[src/rtl/bvh_pkg.sv]
// Shared constants and types for the box overlap query block.
package bvh_pkg;
	localparam int unsigned NodeCount    = 127;
	localparam int unsigned NodeAw       = 7;
	localparam int unsigned FieldBits    = 32;
	localparam int unsigned DefMaxLeaves = 64;
	localparam int unsigned DefStackDep  = 32;
	localparam int unsigned DefCoordBits = 32;
	localparam int unsigned VisitLimit   = 127;

	localparam logic [2:0] ST_OK       = 3'd0;
	localparam logic [2:0] ST_BAD_BOX  = 3'd1;
	localparam logic [2:0] ST_NO_TREE  = 3'd2;
	localparam logic [2:0] ST_TOO_MANY = 3'd3;
	localparam logic [2:0] ST_OVERFLOW = 3'd4;

	localparam logic OP_WRITE = 1'b0;
	localparam logic OP_QUERY = 1'b1;

	localparam logic [1:0] CFG_ROOT     = 2'd0;
	localparam logic [1:0] CFG_PRESENT  = 2'd1;
	localparam logic [1:0] CFG_CAPACITY = 2'd2;

	typedef struct packed {
		logic       op;
		logic [6:0] node_index;
		logic       is_leaf;
		logic [6:0] child_a;
		logic [6:0] child_b;
		logic [FieldBits-1:0] lo_x;
		logic [FieldBits-1:0] lo_y;
		logic [FieldBits-1:0] lo_z;
		logic [FieldBits-1:0] hi_x;
		logic [FieldBits-1:0] hi_y;
		logic [FieldBits-1:0] hi_z;
	} bvh_in_t;

	typedef struct packed {
		logic [2:0] status;
		logic       hit_valid;
		logic [5:0] leaf_id;
		logic       last;
	} bvh_out_t;

	// Compare unit request from sequencer to comparator.
	typedef struct packed {
		logic [FieldBits-1:0] a;
		logic [FieldBits-1:0] b;
	} bvh_cmp_req_t;
endpackage

[src/rtl/bvh_cmp.sv]
// Shared signed greater-than unit on coordinates truncated to COORD_BITS bits (at most 32).
module bvh_cmp #(
	parameter int unsigned COORD_BITS = bvh_pkg::DefCoordBits
) (
	input  bvh_pkg::bvh_cmp_req_t req,
	output logic                  gt
);
	import bvh_pkg::*;
	localparam int unsigned W = (COORD_BITS < FieldBits) ? COORD_BITS : FieldBits;
	logic signed [W-1:0] a_w, b_w;
	assign a_w = req.a[W-1:0];
	assign b_w = req.b[W-1:0];
	assign gt  = a_w > b_w;
endmodule

[config.mk]
export PLATFORM = sky130hd
export DESIGN_NAME = bvh_cmp
export DESIGN_NICKNAME = d
export VERILOG_FILES = /design/src/rtl/bvh_pkg.sv /design/src/rtl/bvh_cmp.sv
export SDC_FILE = /design/constraint.sdc
export NUM_CORES = 1
export LEC_CHECK = 0
export BUFFER_PORTS_ARGS = -buffer_cell sky130_fd_sc_hd__buf_2
export CORE_MARGIN = 3
export CORE_UTILIZATION = 40
export DETAILED_ROUTE_END_ITERATION = 16
export PLACE_DENSITY = 0.9
export SYNTH_ARGS = -nofsm -noshare
export SYNTH_HDL_FRONTEND = slang
export SYNTH_SLANG_ARGS = --single-unit
[constraint.sdc]
create_clock -name vclk -period 4.5
set_clock_uncertainty 0.1 [all_clocks]
set_input_delay 0.225 -clock vclk [all_inputs]
set_output_delay 0.225 -clock vclk [all_outputs]
set_load 0.1 [all_outputs]
==> flow_summary.json <==
{
  "drc_errors": 0,
  "pin_count": 65,
  "seqPwrFrac_pct": 0,
  "wl_um": 2100,
  "die_area_um2": 2590,
  "post-route-util_pct": 63.8,
  "synth_area_per_cell_um2": 7.12,
  "seq_cells": 0,
  "grt_max_degree": 5,
  "coreArea_um2": 1820,
  "yosysSeqAreaShare_pct": 0,
  "maxSlewViolCount": 0,
  "routedWlPerCell_um": 10.3,
  "cts_resized": 0,
  "num_rows": 15,
  "status": "finished, final reports clean",
  "cts_hold_buf": 0,
  "cp_max_fo": 3,
  "rsz0062_at_grt": "no",
  "grt_pass1_wl_um": 3570,
  "cp-end-kind": "primary output",
  "antenna_left": 0,
  "min_path_cells": 4,
  "finalCritPeriodShare_pct": 57.8,
  "yosysWarnings": 0,
  "hpwlAfterDp_um": 2050,
  "drv_cap": 0,
  "antenna_found_initial": 0,
  "die_w_um": 50.8,
  "switchingPower_mw": 0.0532,
  "relSlewSlack_pct": 67.7,
  "overflow": 0,
  "start_util_pct": 44.2,
  "pwr-share-comb_pct": 100.0,
  "fmax_mhz": 384,
  "finalSetupViolations": 0,
  "pwr-share-clk_pct": 0,
  "place_congestion": 0.675,
  "swShare_pct": 51.7,
  "drt_first_iter_violations": 3,
  "die_y_um": 50.8,
  "synthesis.area_um2": 805,
  "hold_viol": 0,
  "via_per_inst": 4.89,
  "synth_nets": 209,
  "start_kind": "primary input",
  "first_pass_iters": 2,
  "arrival_ps": 2280,
  "yosys.area.top_type": "ha_1",
  "num_antenna_cells": 0,
  "period_minus_slack_ps": 2600,
  "min_path_type": "primary input to primary output",
  "internal-power_mw": 0.0498,
  "worst-setup-path-type": "primary input to primary output",
  "power_leakage_nw": 0.773,
  "peakVddDrop_mv": 0.0648,
  "fin_nets": 276,
  "synthCells": 113,
  "track_usage_pct": 16.5,
  "port-buffer-count": 65,
  "fin_setup_tns_ps": 0,
  "nClkBuffers": 0,
  "synthTopCellsByArea": "ha_1 50%, inv_1 15%, a21oi_1 6.8%",
  "ys_types": 19,
  "tightest_slew_ps": 488,
  "required_ps": 4180,
  "regArea_um2": 0,
  "netlist.area_leader.share_pct": 49.8,
  "cts_setup_buffers": 0,
  "whs_ps": 957,
  "via_count": 993,
  "synth_commonest_cells": "32 x ha_1, 32 x inv_1, 11 x a21oi_1, 7 x nand4_1, 6 x nand2_1",
  "powerDensity_nw_per_um2": 88.7,
  "grt_pass1_vias": 1011,
  "syn_to_final_growth_pct": 44.3,
  "drive_gt1_share_pct": 37.1,
  "fill_cells": 183
}
power groups by stage:
stage | clock network (mW) | registers [mW] | logic (mW)
final | 0 | 0 | 0.103
after floorplan | 0 | 0 | 0.0619
after global placement | 0 | 0 | 0.0972
after detailed placement | 0 | 0 | 0.104
after global routing | 0 | 0 | 0.118
after CTS | 0 | 0 | 0.105
worst paths after layout:
path                start  endpoint  slack [ps]
setup / recovery  req[14]        gt        1900
hold / removal    req[63]        gt         960
layout make-up:
cell class | count | area, um2 | share of cell area, %
multi-input cells | 81 | 684 | 58.9
repair buffers | 65 | 325 | 28.0
inverters | 32 | 120 | 10.3
well taps | 25 | 31.3 | 2.69
worst max-delay path: stages:
cell and delay (ps):
buf_2 80, inv_1 30, ha_1 320, nand4_1 160, nor4_1 380, a21boi_1 210, o31ai_1 90, o2111ai_1 130
mux2i_1 200, buf_2 440
per-stage QoR:
stage	cell area, um2	total power [mW]	std cells	setup WS (ps)
3_3_place_gp	1160	0.0972	203	1970
3_5_place_dp	1160	0.104	203	1880
5_1_grt	1160	0.118	203	1630
4_1_cts	1160	0.105	203	1890
6_report	1160	0.103	203	1900
2_1_floorplan	805	0.0619	113	1150
cell families (layout without fill, tap and decap cells):
kind of cell / after synthesis / after routing / share of synthesized area [%]
mux: 1 / 1 / 1.24
simple gates: 22 / 22 / 13.8
buf+inv: 32 / 97 / 14.9
compound gates: 26 / 26 / 20.2
fa+ha+maj: 32 / 32 / 49.8
routing by layer:
metal / up-vias / wire length (um) / track usage [%] / part of all wire [%]
met5: - / 0 / 0 / 0
met4: 0 / 0 / 0 / 0
met1: 423 / 729 / 16.3 / 35
met2: 44 / 1140 / 37.4 / 55
li1: 526 / - / - / -
met3: 0 / 223 / 1.75 / 11
placed cells by master (no fill, tap or decap), types with 2 or more instances in the layout:
cell type and n:
a21o_1 4, a21oi_1 11, buf_2 65, ha_1 32
inv_1 32, nand2_1 6, nand3_1 3, nand4_1 7
nor2_1 3, nor4_1 2, o21ai_0 4
Power figures use the tool's default switching activity.
